==> config.mk <==
export PLATFORM = sky130hd
export DESIGN_NAME = json_string_unescape_utf8_core
export DESIGN_NICKNAME = d
export VERILOG_FILES = /design/src/sv/jsu_pkg.sv /design/src/sv/json_string_unescape_utf8_core.sv
export SDC_FILE = /design/constraint.sdc
export NUM_CORES = 1
export LEC_CHECK = 0
export ABC_AREA = 0
export BUFFER_PORTS_ARGS = -buffer_cell sky130_fd_sc_hd__buf_2
export CAP_MARGIN = 10
export CORE_ASPECT_RATIO = 1.25
export CORE_MARGIN = 4
export CORE_UTILIZATION = 40
export CTS_CLUSTER_DIAMETER = 120
export DETAILED_ROUTE_END_ITERATION = 10
export PLACE_DENSITY_LB_ADDON = 0.25
export SYNTH_ARGS = -nofsm -noshare
export SYNTH_HDL_FRONTEND = slang
export SYNTH_SLANG_ARGS = --single-unit
==> constraint.sdc <==
create_clock -name clk -period 9.7 [get_ports clk]
set_input_delay 1.94 -clock clk [delete_from_list [all_inputs] [get_ports clk]]
set_output_delay 1.94 -clock clk [all_outputs]
set_load 0.005 [all_outputs]
==> src/sv/jsu_pkg.sv <==
// Shared constants, types and helper functions for the JSON string unescaper.
`timescale 1ns / 1ps

package jsu_pkg;

    localparam int PhaseW = 4;
    localparam int StatW  = 3;

    localparam logic [PhaseW-1:0] PH_OPEN = 4'd0;
    localparam logic [PhaseW-1:0] PH_BODY = 4'd1;
    localparam logic [PhaseW-1:0] PH_ESC  = 4'd2;
    localparam logic [PhaseW-1:0] PH_HI0  = 4'd3;
    localparam logic [PhaseW-1:0] PH_HI1  = 4'd4;
    localparam logic [PhaseW-1:0] PH_HI2  = 4'd5;
    localparam logic [PhaseW-1:0] PH_HI3  = 4'd6;
    localparam logic [PhaseW-1:0] PH_BSL  = 4'd7;
    localparam logic [PhaseW-1:0] PH_U    = 4'd8;
    localparam logic [PhaseW-1:0] PH_LO0  = 4'd9;
    localparam logic [PhaseW-1:0] PH_LO1  = 4'd10;
    localparam logic [PhaseW-1:0] PH_LO2  = 4'd11;
    localparam logic [PhaseW-1:0] PH_LO3  = 4'd12;

    localparam logic [StatW-1:0] ST_OK      = 3'd0;
    localparam logic [StatW-1:0] ST_NOQUOTE = 3'd1;
    localparam logic [StatW-1:0] ST_HEX     = 3'd2;
    localparam logic [StatW-1:0] ST_SURR    = 3'd3;
    localparam logic [StatW-1:0] ST_ESC     = 3'd4;
    localparam logic [StatW-1:0] ST_CTRL    = 3'd5;
    localparam logic [StatW-1:0] ST_MAX     = ST_CTRL;

    localparam logic [7:0] CH_QUOTE = 8'h22;
    localparam logic [7:0] CH_BSL   = 8'h5c;
    localparam logic [7:0] CH_SLASH = 8'h2f;
    localparam logic [7:0] CH_B     = 8'h62;
    localparam logic [7:0] CH_F     = 8'h66;
    localparam logic [7:0] CH_N     = 8'h6e;
    localparam logic [7:0] CH_R     = 8'h72;
    localparam logic [7:0] CH_T     = 8'h74;
    localparam logic [7:0] CH_U     = 8'h75;
    localparam logic [7:0] CH_SPACE = 8'h20;

    localparam logic [15:0] HI_SURR_LO = 16'hd800;
    localparam logic [15:0] HI_SURR_HI = 16'hdbff;
    localparam logic [15:0] LO_SURR_LO = 16'hdc00;
    localparam logic [15:0] LO_SURR_HI = 16'hdfff;
    localparam logic [20:0] SUPP_BASE  = 21'h10000;

    typedef struct packed {
        logic [3:0][7:0] bytes;   // bytes[0] goes out first
        logic [2:0]      cnt;
    } utf8_enc_t;

    // bit 4 set: not a hex digit
    function automatic logic [4:0] hex_val(input logic [7:0] c);
        logic [4:0] v;
        v = 5'h10;
        if (c >= 8'h30 && c <= 8'h39) v = {1'b0, c[3:0]};
        else if ((c >= 8'h41 && c <= 8'h46) || (c >= 8'h61 && c <= 8'h66))
            v = {1'b0, c[3:0] + 4'd9};
        return v;
    endfunction

    function automatic utf8_enc_t utf8_encode(input logic [20:0] u);
        utf8_enc_t e;
        e = '0;
        if (u < 21'h80) begin
            e.bytes[0] = u[7:0];
            e.cnt      = 3'd1;
        end else if (u < 21'h800) begin
            e.bytes[0] = {3'b110, u[10:6]};
            e.bytes[1] = {2'b10, u[5:0]};
            e.cnt      = 3'd2;
        end else if (u < 21'h10000) begin
            e.bytes[0] = {4'b1110, u[15:12]};
            e.bytes[1] = {2'b10, u[11:6]};
            e.bytes[2] = {2'b10, u[5:0]};
            e.cnt      = 3'd3;
        end else begin
            e.bytes[0] = {5'b11110, u[20:18]};
            e.bytes[1] = {2'b10, u[17:12]};
            e.bytes[2] = {2'b10, u[11:6]};
            e.bytes[3] = {2'b10, u[5:0]};
            e.cnt      = 3'd4;
        end
        return e;
    endfunction

endpackage

==> src/sv/json_string_unescape_utf8_core.sv <==
// Top level: JSON string literal unescaper producing a UTF-8 byte stream.
//
// Channel  | Dir | Signals                       | Content
// s_axis   | in  | tvalid tready tdata[7:0]      | literal byte, zero ends input
// m_axis   | out | tvalid tready tdata[15:0]     | [7:0] out_byte, [10:8] status
//          |     | tuser tlast                   | tuser byte_valid, tlast done_res
//
// One input byte is taken per cycle while the input register is free or is
// being decoded; it waits there and is decoded into the result buffer once
// that buffer is empty or giving out its last request. A byte yields 0 to 4
// results; the buffer shifts out one request per cycle while m_axis_tready
// is high, so a surrogate pair holds the input side as its results drain.
// A new byte is taken while the buffer holds results, as long as the input
// register is free. Reset puts the block in the awaiting-opening-byte state.
`timescale 1ns / 1ps

module json_string_unescape_utf8_core
    import jsu_pkg::*;
(
    input  logic        clk,
    input  logic        rst_n,
    input  logic        s_axis_tvalid,
    output logic        s_axis_tready,
    input  logic [7:0]  s_axis_tdata,   // [7:0] in_byte
    output logic        m_axis_tvalid,
    input  logic        m_axis_tready,
    output logic [15:0] m_axis_tdata,   // [7:0] out_byte, [10:8] status, [15:11] zero
    output logic        m_axis_tuser,   // [0] byte_valid
    output logic        m_axis_tlast
);

    logic              in_valid_reg, in_valid_next;
    logic [7:0]        in_byte_reg;

    logic [PhaseW-1:0] phase_reg, phase_next;
    logic [15:0]       high_reg, high_next;
    logic [15:0]       low_reg, low_next;

    logic [3:0][7:0]   res_byte_reg, res_byte_next;
    logic [2:0]        rem_reg, rem_next;
    logic              fin_reg, fin_next;
    logic [StatW-1:0]  stat_reg, stat_next;

    logic              take, load, accept;

    // decode of the registered byte
    logic [7:0]        c;
    logic [4:0]        hv;
    logic [15:0]       code16;
    logic              fin;
    logic [StatW-1:0]  st;
    logic              enc;
    logic [20:0]       cp;
    logic              emit_one;
    logic [7:0]        one_byte;
    utf8_enc_t         utf;

    assign take   = m_axis_tvalid && m_axis_tready;
    assign load   = in_valid_reg && ((rem_reg == 3'd0) || (take && rem_reg == 3'd1));
    assign accept = s_axis_tvalid && s_axis_tready;

    assign s_axis_tready = !in_valid_reg || load;

    assign m_axis_tvalid = (rem_reg != 3'd0);
    assign m_axis_tdata  = {5'b0, stat_reg, res_byte_reg[0]};
    assign m_axis_tuser  = !fin_reg;
    assign m_axis_tlast  = fin_reg;

    assign c   = in_byte_reg;
    assign hv  = hex_val(c);
    assign utf = utf8_encode(cp);

    always_comb
    begin
        phase_next = phase_reg;
        high_next  = high_reg;
        low_next   = low_reg;
        fin        = 1'b0;
        st         = ST_OK;
        enc        = 1'b0;
        cp         = '0;
        emit_one   = 1'b0;
        one_byte   = c;
        code16     = '0;
        case (phase_reg)
            PH_BODY:
            begin
                if (c == CH_QUOTE) begin
                    fin = 1'b1;
                end else if (c == 8'h00) begin
                    fin = 1'b1;
                    st  = ST_NOQUOTE;
                end else if (c == CH_BSL) begin
                    phase_next = PH_ESC;
                end else if (c < CH_SPACE) begin
                    fin = 1'b1;
                    st  = ST_CTRL;
                end else begin
                    emit_one = 1'b1;
                end
            end
            PH_ESC:
            begin
                phase_next = PH_BODY;
                emit_one   = 1'b1;
                case (c)
                    CH_QUOTE, CH_BSL, CH_SLASH: one_byte = c;
                    CH_B:    one_byte = 8'h08;
                    CH_F:    one_byte = 8'h0c;
                    CH_N:    one_byte = 8'h0a;
                    CH_R:    one_byte = 8'h0d;
                    CH_T:    one_byte = 8'h09;
                    CH_U:
                    begin
                        emit_one   = 1'b0;
                        high_next  = '0;
                        phase_next = PH_HI0;
                    end
                    default:
                    begin
                        emit_one = 1'b0;
                        fin      = 1'b1;
                        st       = ST_ESC;
                    end
                endcase
            end
            PH_HI0, PH_HI1, PH_HI2, PH_HI3:
            begin
                code16 = {high_reg[11:0], hv[3:0]};
                if (hv[4]) begin
                    fin = 1'b1;
                    st  = ST_HEX;
                end else begin
                    high_next = code16;
                    if (phase_reg != PH_HI3) begin
                        phase_next = phase_reg + 4'd1;
                    end else if (code16 >= HI_SURR_LO && code16 <= HI_SURR_HI) begin
                        phase_next = PH_BSL;
                    end else begin
                        phase_next = PH_BODY;
                        enc        = 1'b1;
                        cp         = {5'b0, code16};
                    end
                end
            end
            PH_BSL:
            begin
                if (c != CH_BSL) begin
                    fin = 1'b1;
                    st  = ST_SURR;
                end else begin
                    phase_next = PH_U;
                end
            end
            PH_U:
            begin
                if (c != CH_U) begin
                    fin = 1'b1;
                    st  = ST_SURR;
                end else begin
                    low_next   = '0;
                    phase_next = PH_LO0;
                end
            end
            PH_LO0, PH_LO1, PH_LO2, PH_LO3:
            begin
                code16 = {low_reg[11:0], hv[3:0]};
                if (hv[4]) begin
                    fin = 1'b1;
                    st  = ST_HEX;
                end else begin
                    low_next = code16;
                    if (phase_reg != PH_LO3) begin
                        phase_next = phase_reg + 4'd1;
                    end else if (code16 < LO_SURR_LO || code16 > LO_SURR_HI) begin
                        fin = 1'b1;
                        st  = ST_SURR;
                    end else begin
                        phase_next = PH_BODY;
                        enc        = 1'b1;
                        // high is D800..DBFF, so high - D800 is its low 10 bits
                        cp         = SUPP_BASE + {1'b0, high_reg[9:0], code16[9:0]};
                    end
                end
            end
            default:
            begin
                phase_next = PH_BODY;
            end
        endcase
        if (fin) phase_next = PH_OPEN;
    end

    always_comb
    begin
        in_valid_next = in_valid_reg;
        if (accept)    in_valid_next = 1'b1;
        else if (load) in_valid_next = 1'b0;

        res_byte_next = res_byte_reg;
        rem_next      = rem_reg;
        fin_next      = fin_reg;
        stat_next     = stat_reg;
        if (load) begin
            fin_next  = fin;
            stat_next = fin ? st : ST_OK;
            if (fin) begin
                res_byte_next = '0;
                rem_next      = 3'd1;
            end else if (enc) begin
                res_byte_next = utf.bytes;
                rem_next      = utf.cnt;
            end else if (emit_one) begin
                res_byte_next = {24'h0, one_byte};
                rem_next      = 3'd1;
            end else begin
                rem_next      = 3'd0;
            end
        end else if (take) begin
            res_byte_next = {8'h00, res_byte_reg[3:1]};
            rem_next      = rem_reg - 3'd1;
        end
    end

    always_ff @(posedge clk or negedge rst_n)
    begin
        if (!rst_n) begin
            in_valid_reg <= 1'b0;
            phase_reg    <= PH_OPEN;
            high_reg     <= '0;
            low_reg      <= '0;
            rem_reg      <= 3'd0;
            fin_reg      <= 1'b0;
            stat_reg     <= ST_OK;
        end else begin
            in_valid_reg <= in_valid_next;
            rem_reg      <= rem_next;
            fin_reg      <= fin_next;
            stat_reg     <= stat_next;
            if (load) begin
                phase_reg <= phase_next;
                high_reg  <= high_next;
                low_reg   <= low_next;
            end
        end
    end

    always_ff @(posedge clk)
    begin
        if (accept) in_byte_reg <= s_axis_tdata;
        res_byte_reg <= res_byte_next;
    end

endmodule

# Yosys cells after proc, flatten, opt, wreduce, memory -nomap -nowiden
# Cells that the tools add are included.
dict set report classes {
  n_addsub 4
  order_cmp 14
  eq_ne 39
  n_mux 87
  reduce_logical 29
}
# cell n
set op_table {}
lappend op_table {{32-bit 2-to-1 mux} 5}
lappend op_table {{16-bit 2-to-1 mux} 4}
lappend op_table {{21-bit 2-to-1 mux} 3}
lappend op_table {{8-bit by 7-bit == test with 1-bit output, second input constant} 7}
lappend op_table {{12-bit 2-to-1 mux} 4}
lappend op_table {{12-bit case mux with 2 select lines} 2}
lappend op_table {{4-bit 2-to-1 mux} 11}
lappend op_table {{21-bit case mux with 2 select lines} 1}
lappend op_table {{8-bit case mux with 5 select lines} 1}
lappend op_table {{3-bit 2-to-1 mux} 11}
lappend op_table {{1-bit 2-to-1 mux} 25}
lappend op_table {{25-bit 2-to-1 mux} 1}
lappend op_table {{24-bit 2-to-1 mux} 1}
lappend op_table {{4-bit case mux with 6 select lines} 1}
lappend op_table {{17-bit by 20-bit adder with 21-bit output, first input constant} 1}
lappend op_table {{21-bit by 12-bit < comparator with 1-bit output, second input constant} 1}
lappend op_table {{21-bit by 17-bit < comparator with 1-bit output, second input constant} 1}
lappend op_table {{21-bit by 8-bit < comparator with 1-bit output, second input constant} 1}
lappend op_table {{3-bit inequality test, second input constant} 7}
lappend op_table {{4-bit == test, second input constant} 5}
lappend op_table {{19-bit 2-to-1 mux} 1}
lappend op_table {{3-bit case mux with 6 select lines} 1}
lappend op_table {{4-bit by 3-bit == test with 1-bit output, second input constant} 4}
lappend op_table {{8-bit by 6-bit == test with 1-bit output, second input constant} 2}
lappend op_table {{other kinds (40)} 72}
dict set report word_totals {
  reg_bits 76
  out_inout_bits 20
  wordCells 185
}

# Logic depth before layout (Yosys ltp)
dict set report depth {
  depth_word 18
  depth_mapped 13
  ltp_nobuf 12
}

# Least setup slack after synthesis
# No wires, ideal clock.
dict set report synth_path {
  kind {input -> register}
  start {in m_axis_tready}
  end {reg res_byte_reg (netlist bit m_axis_tdata[0]) (enable)}
  arrival_ps 4308
  setup_slack_ps 4958
  path_stages 7
  cell_sequence {a21oi_1 nor2_1 and2_1 clkbuf_1 nand4_1 a211oi_1 a31oi_1}
}
dict set report synth_between {
  elab_chain_cells 6
  word_cells_on_any_way 7
}
# element line
set synth_rtl {}
lappend synth_rtl {{start: declaration} json_string_unescape_utf8_core.sv:26} ;# input logic m_axis_tready,
lappend synth_rtl {{1-bit logical AND (*)} json_string_unescape_utf8_core.sv:58} ;# assign take = m_axis_tvalid && m_axis_tready;
lappend synth_rtl {{1-bit logical AND} json_string_unescape_utf8_core.sv:59} ;# assign load = in_valid_reg && ((rem_reg == 3'd0) || (take && rem_reg == 3'd1));
lappend synth_rtl {{1-bit logical OR} json_string_unescape_utf8_core.sv:59}
lappend synth_rtl {{1-bit logical AND} json_string_unescape_utf8_core.sv:59}
lappend synth_rtl {{4-bit by 1-bit inequality test with 1-bit output (no line) / 2-bit nonzero test (equally long branches)} --}
lappend synth_rtl {{2-bit AND reduction (no line) (*)} --}
lappend synth_rtl {{end signal: assignment} json_string_unescape_utf8_core.sv:251} ;# res_byte_reg <= res_byte_next;
lappend synth_rtl {{end: declaration} json_string_unescape_utf8_core.sv:39} ;# logic [3:0][7:0] res_byte_reg, res_byte_next;
# Every way passes the cells marked *; elsewhere a longest branch is shown, timed or not.
# A chain may end at the register's enable or synchronous reset.

==> results.md <==
Route:
- For this run, the detailed router's first-pass iteration total came to 5.
- After the first detailed-routing iteration, the DRC count stood at about 380.
- Using the TritonRoute via totals, the vias-per-cell ratio works out to 6.07.
- Dividing the detail-routed wire length by the instance count gives a little under 20 µm.
- In this run the remaining antenna-violating nets after routing total 0.
- Detailed routing inserted a total of about 4.5k vias.
- The total wirelength of the detailed-routed design is between 10 and 15 mm.
- In the routed design, unresolved DRC markers number 0.

Critical path:
- The endpoint identified for the worst register-to-register timing path is res_byte_reg[8]$_DFFE_PP_.
- STA classifies the critical path endpoint as a flip-flop.
- The signal on the critical path passes through inv_1 -> ha_1 -> or3b_1 -> and3_1 -> a22oi_1 -> a31oi_2 -> a21boi_2 -> o21ai_0 -> nor4b_1 -> a211oi_1.
- STA classifies the critical path startpoint as a flip-flop.
- The worst register-to-register path begins at c[0]$_DFFE_PP_.
- The register-to-register setup slack is 5.21 ns.
- On the worst path, the slowest cell contributes a delay of ~0.8 ns.
- The dominant delay contributor by cell family on the critical path is compound AO/OA/AOI/OAI gates.
- For the worst setup path, the data required time is approximately 9.8 ns.
- The critical path is of the reg -> reg type.
- Together, buffers and inverters on the worst path number 1.
- The cell count of the worst reg-to-reg path is 10.
- The arrival time of data at the critical path endpoint is ~4.6 ns.
- The maximum fanout along the worst path is 23.
- The slowest stage cell on the critical path is sky130_fd_sc_hd__a21boi_2.

STA:
- Across the routed clock network, the largest skew measured is roughly 0.0062 ns.
- Setup violations remaining at the end of the flow were counted as 0.
- Setup repair after global routing left no endpoint under its margin.
- The count of final max-slew check failures is 0.
- The post-layout minimum cycle time is between 4 and 5 ns.
- The hold violation count in the final report is 0.
- Adding up every negative setup slack in the final design gives 0 ns.
- The fmax is between 200 and 250 MHz.
- Setup slack closes at ~5.2 ns.
- At the pin with the least slew margin, the transition time is roughly 1.3 ns.
- Measured against its own limit, the worst slew margin works out to 0.164.
- The post-route fraction of the period consumed by the critical path is 0.463.

Logic synthesis:
- The synthesized design contains 37 enable-type register cells.
- The synthesized area is between 4000 and 5000 µm².
- The Yosys step of the flow raised 0 warnings.
- The number of storage elements in the synthesis netlist is 73.
- The average instance area after synthesis is 8.73 µm².
- The instance count of the mapped netlist is 570.
- The synthesized design spends more area on one cell type than any other, namely sky130_fd_sc_hd__edfxtp_1.
- Of the post-synthesis cell area, the dominant cell type holds 0.223.
- After synthesis, the share of flip-flops with an asynchronous set or reset is 0.493.
- In the synthesized netlist the dominant register cell turns out to be sky130_fd_sc_hd__edfxtp_1.
- The number of distinct standard cells referenced by the synthesized netlist is between 70 and 80.
- By area the synthesized netlist is led by sky130_fd_sc_hd__edfxtp_1 22%, sky130_fd_sc_hd__dfrtp_1 18%, sky130_fd_sc_hd__nand2_1 8.1%, sky130_fd_sc_hd__o21ai_0 4.3%, sky130_fd_sc_hd__ha_1 3.3%.
- The share of the Yosys chip area taken by registers is 0.405.

Clocking:
- After clock tree synthesis, the setup repair step added 0 buffers.
- The cell at the root of the clock tree is sky130_fd_sc_hd__clkbuf_16.
- Clock tree synthesis found a total of 73 sinks.
- The clock-pin slew on the worst setup and hold paths is approximately 0.060 ns.
- The later pin in the worst-skew pair is clocked with a latency of 0.34 ns.
- The maximum clock insertion buffer count is 2.
- The number of hold-repair buffers added at the cts stage is 0.
- The TritonCTS clock tree is built.
- The total clock buffers created by CTS is 9.
- The deepest level of the CTS H-tree is 3.
- The post-cts resize count is 0.

Finish:
- 0 antenna diodes ended up in the layout.
- The non-filler instance count after layout is between 700 and 800.
- At the end of the flow, the number of nets in the layout was just under 600.
- The flip-flop count of the largest register after layout is 21.
- The top cell types in the final layout, fill and taps aside, are 107 x sky130_fd_sc_hd__nand2_1, 43 x sky130_fd_sc_hd__o21ai_0, 39 x sky130_fd_sc_hd__nor2_1, 37 x sky130_fd_sc_hd__edfxtp_1, 36 x sky130_fd_sc_hd__dfrtp_1.
- The area overhead of the layout relative to synthesis is 9.99%.
- Measured on the finished design, the core utilization comes to 0.450.
- The fraction of final layout cells with drive strength greater than 1 is 0.128.
- Leaving out fill and tap cells, the most frequent cell in the layout is sky130_fd_sc_hd__nand2_1.
- The filler cell count in the final layout is around 1.2k.

Worst hold path:
- The path with the worst hold slack has its endpoint at stat_reg[0]$_DFFE_PN0P_.
- The critical hold path startpoint is stat_reg[0]$_DFFE_PN0P_.
- The number of cells on the worst hold path is 2.
- The worst hold path belongs to the class reg -> reg.

Pwr:
- Of the total power, the clock network draws 0.261.
- The power consumption is 1.45 mW.
- The cell internal power dissipation is around 910 µW.
- The share of total power dissipated in sequential elements is 0.371.
- The largest vdd supply drop is ~0.16 mV.
- The switching component of the power is between 500 and 600 µW.
- For this design the ratio of total power to cell area is ~270 nW/µm².
- The share of total power dissipated in combinational logic is 0.368.
- Of the total power, the share spent switching nets is 0.374.
- The analysis attributes to cell leakage a power of roughly 2.1 nW.

Floorplan:
- The top-level I/O count is 32.
- The floorplan step set the die width to approximately 110 µm.
- The floorplan has 45 rows.
- The core area is 12200 µm².
- The die extent in y is between 100 and 150 µm.
- For this configuration, the core starts out at a cell density of 0.409.
- The die outline area is ~14000 µm².

Placement:
- The final RePlAce weighted congestion is roughly 1.
- The count of buffers inserted at the top-level ports is 26.
- After legalization and detailed placement, the total HPWL measured roughly 11 mm.
- The pre-CTS setup slack is between 5 and 6 ns.
- Including well taps, the total number of placed cells is about 730.

GRT:
- The number of antenna violations at the first check in global routing is 0.
- The number of global-route vias before repair came to roughly 4.3k.
- The total routing usage reported by global routing is 0.207.
- The global-route congestion overflow total is 0.
- The global-route wire length before repair is between 20 and 25 mm.
- The pin count of the biggest net entering global routing is 37.

Run status:
- The run finished with clean final reports.

Flow run:
- The max-capacitance violation count is 0.
worst max path at each step:
stage	cells past startpoint	endpoint	startpoint	slack, ns
floorplan	7	m_axis_tdata[0]$_DFFE_PP_	m_axis_tready	4.96
global placement	8	rem_reg[0]$_DFFE_PN0P_	m_axis_tready	5.20
detailed placement	4	s_axis_tready	m_axis_tready	5.18
CTS	4	s_axis_tready	m_axis_tready	5.22
global route	10	res_byte_reg[8]$_DFFE_PP_	c[0]$_DFFE_PP_	4.91
finish	10	res_byte_reg[8]$_DFFE_PP_	c[0]$_DFFE_PP_	5.21
cell families (layout without fill, tap and decap cells):
logic type,after synthesis,after routing,synth area share
flops,73,73,0.405
simple gates,241,241,0.243
mux,4,4,0.00805
other cells,1,5,0.000754
compound gates,177,177,0.249
fa+ha+maj,13,13,0.0327
buf+inv,59,62,0.0591
xor+xnor,2,2,0.00352
tightest hold or removal path, stage by stage (launching register included):
cell and delay, ns:
sky130_fd_sc_hd__dfrtp_1 0.34, sky130_fd_sc_hd__nand2_1 0.04, sky130_fd_sc_hd__o21ai_0 0.06
per-layer routing:
metal / global-route usage / part of all wire
met3: 0.0395 / 0.068
met1: 0.269 / 0.41
met5: 0 / 0
met2: 0.323 / 0.48
met4: 0.109 / 0.040
synth_stat cells (all sizes together) (4+ instances only):
| cell | count |
|---|---|
| a32oi | 6 |
| nand3b | 4 |
| nor2b | 5 |
| mux2i | 4 |
| ha | 13 |
| edfxtp | 37 |
| a21oi | 31 |
| and2 | 10 |
| clkbuf | 22 |
| nor3 | 14 |
| and3 | 5 |
| nor4 | 6 |
| or3 | 7 |
| o31ai | 14 |
| a221oi | 5 |
| o41ai | 5 |
| a22oi | 5 |
| nand2 | 107 |
| nand2b | 6 |
| buf | 21 |
| a31oi | 8 |
| nor4b | 4 |
| nand3 | 12 |
| o21ai | 50 |
| nor2 | 41 |
| dfrtp | 36 |
| a211oi | 12 |
| inv | 16 |
| or2 | 4 |
cell type report:
| cell class | instances | area [µm²] | share of cell area |
|---|---|---|---|
| multi-input cells | 442 | 2700 | 0.493 |
| flip-flops and latches | 73 | 2010 | 0.368 |
| clock buffers | 10 | 229 | 0.0419 |
| well taps | 164 | 205 | 0.0375 |
| repair buffers | 30 | 160 | 0.0293 |
| clock inverters | 6 | 106 | 0.0194 |
| inverters | 16 | 60.1 | 0.0110 |
through the flow:
step | hold slack (ns) | instance area (µm²)
global placement | 0.466 | 5130
global route | 0.509 | 5470
CTS | 0.488 | 5470
floorplan | 0.443 | 4990
detailed placement | 0.475 | 5130
finish | 0.483 | 5470
power by group through the flow:
stage                     clock, mW  combinational (mW)  sequential [mW]
after global placement            0               0.525            0.539
after global routing          0.399               0.591            0.547
after floorplan                   0               0.407            0.513
after detailed placement          0               0.534            0.542
after CTS                     0.384               0.536            0.537
final                         0.379               0.533            0.538
Note: power is estimated with default switching activity, not from simulation.
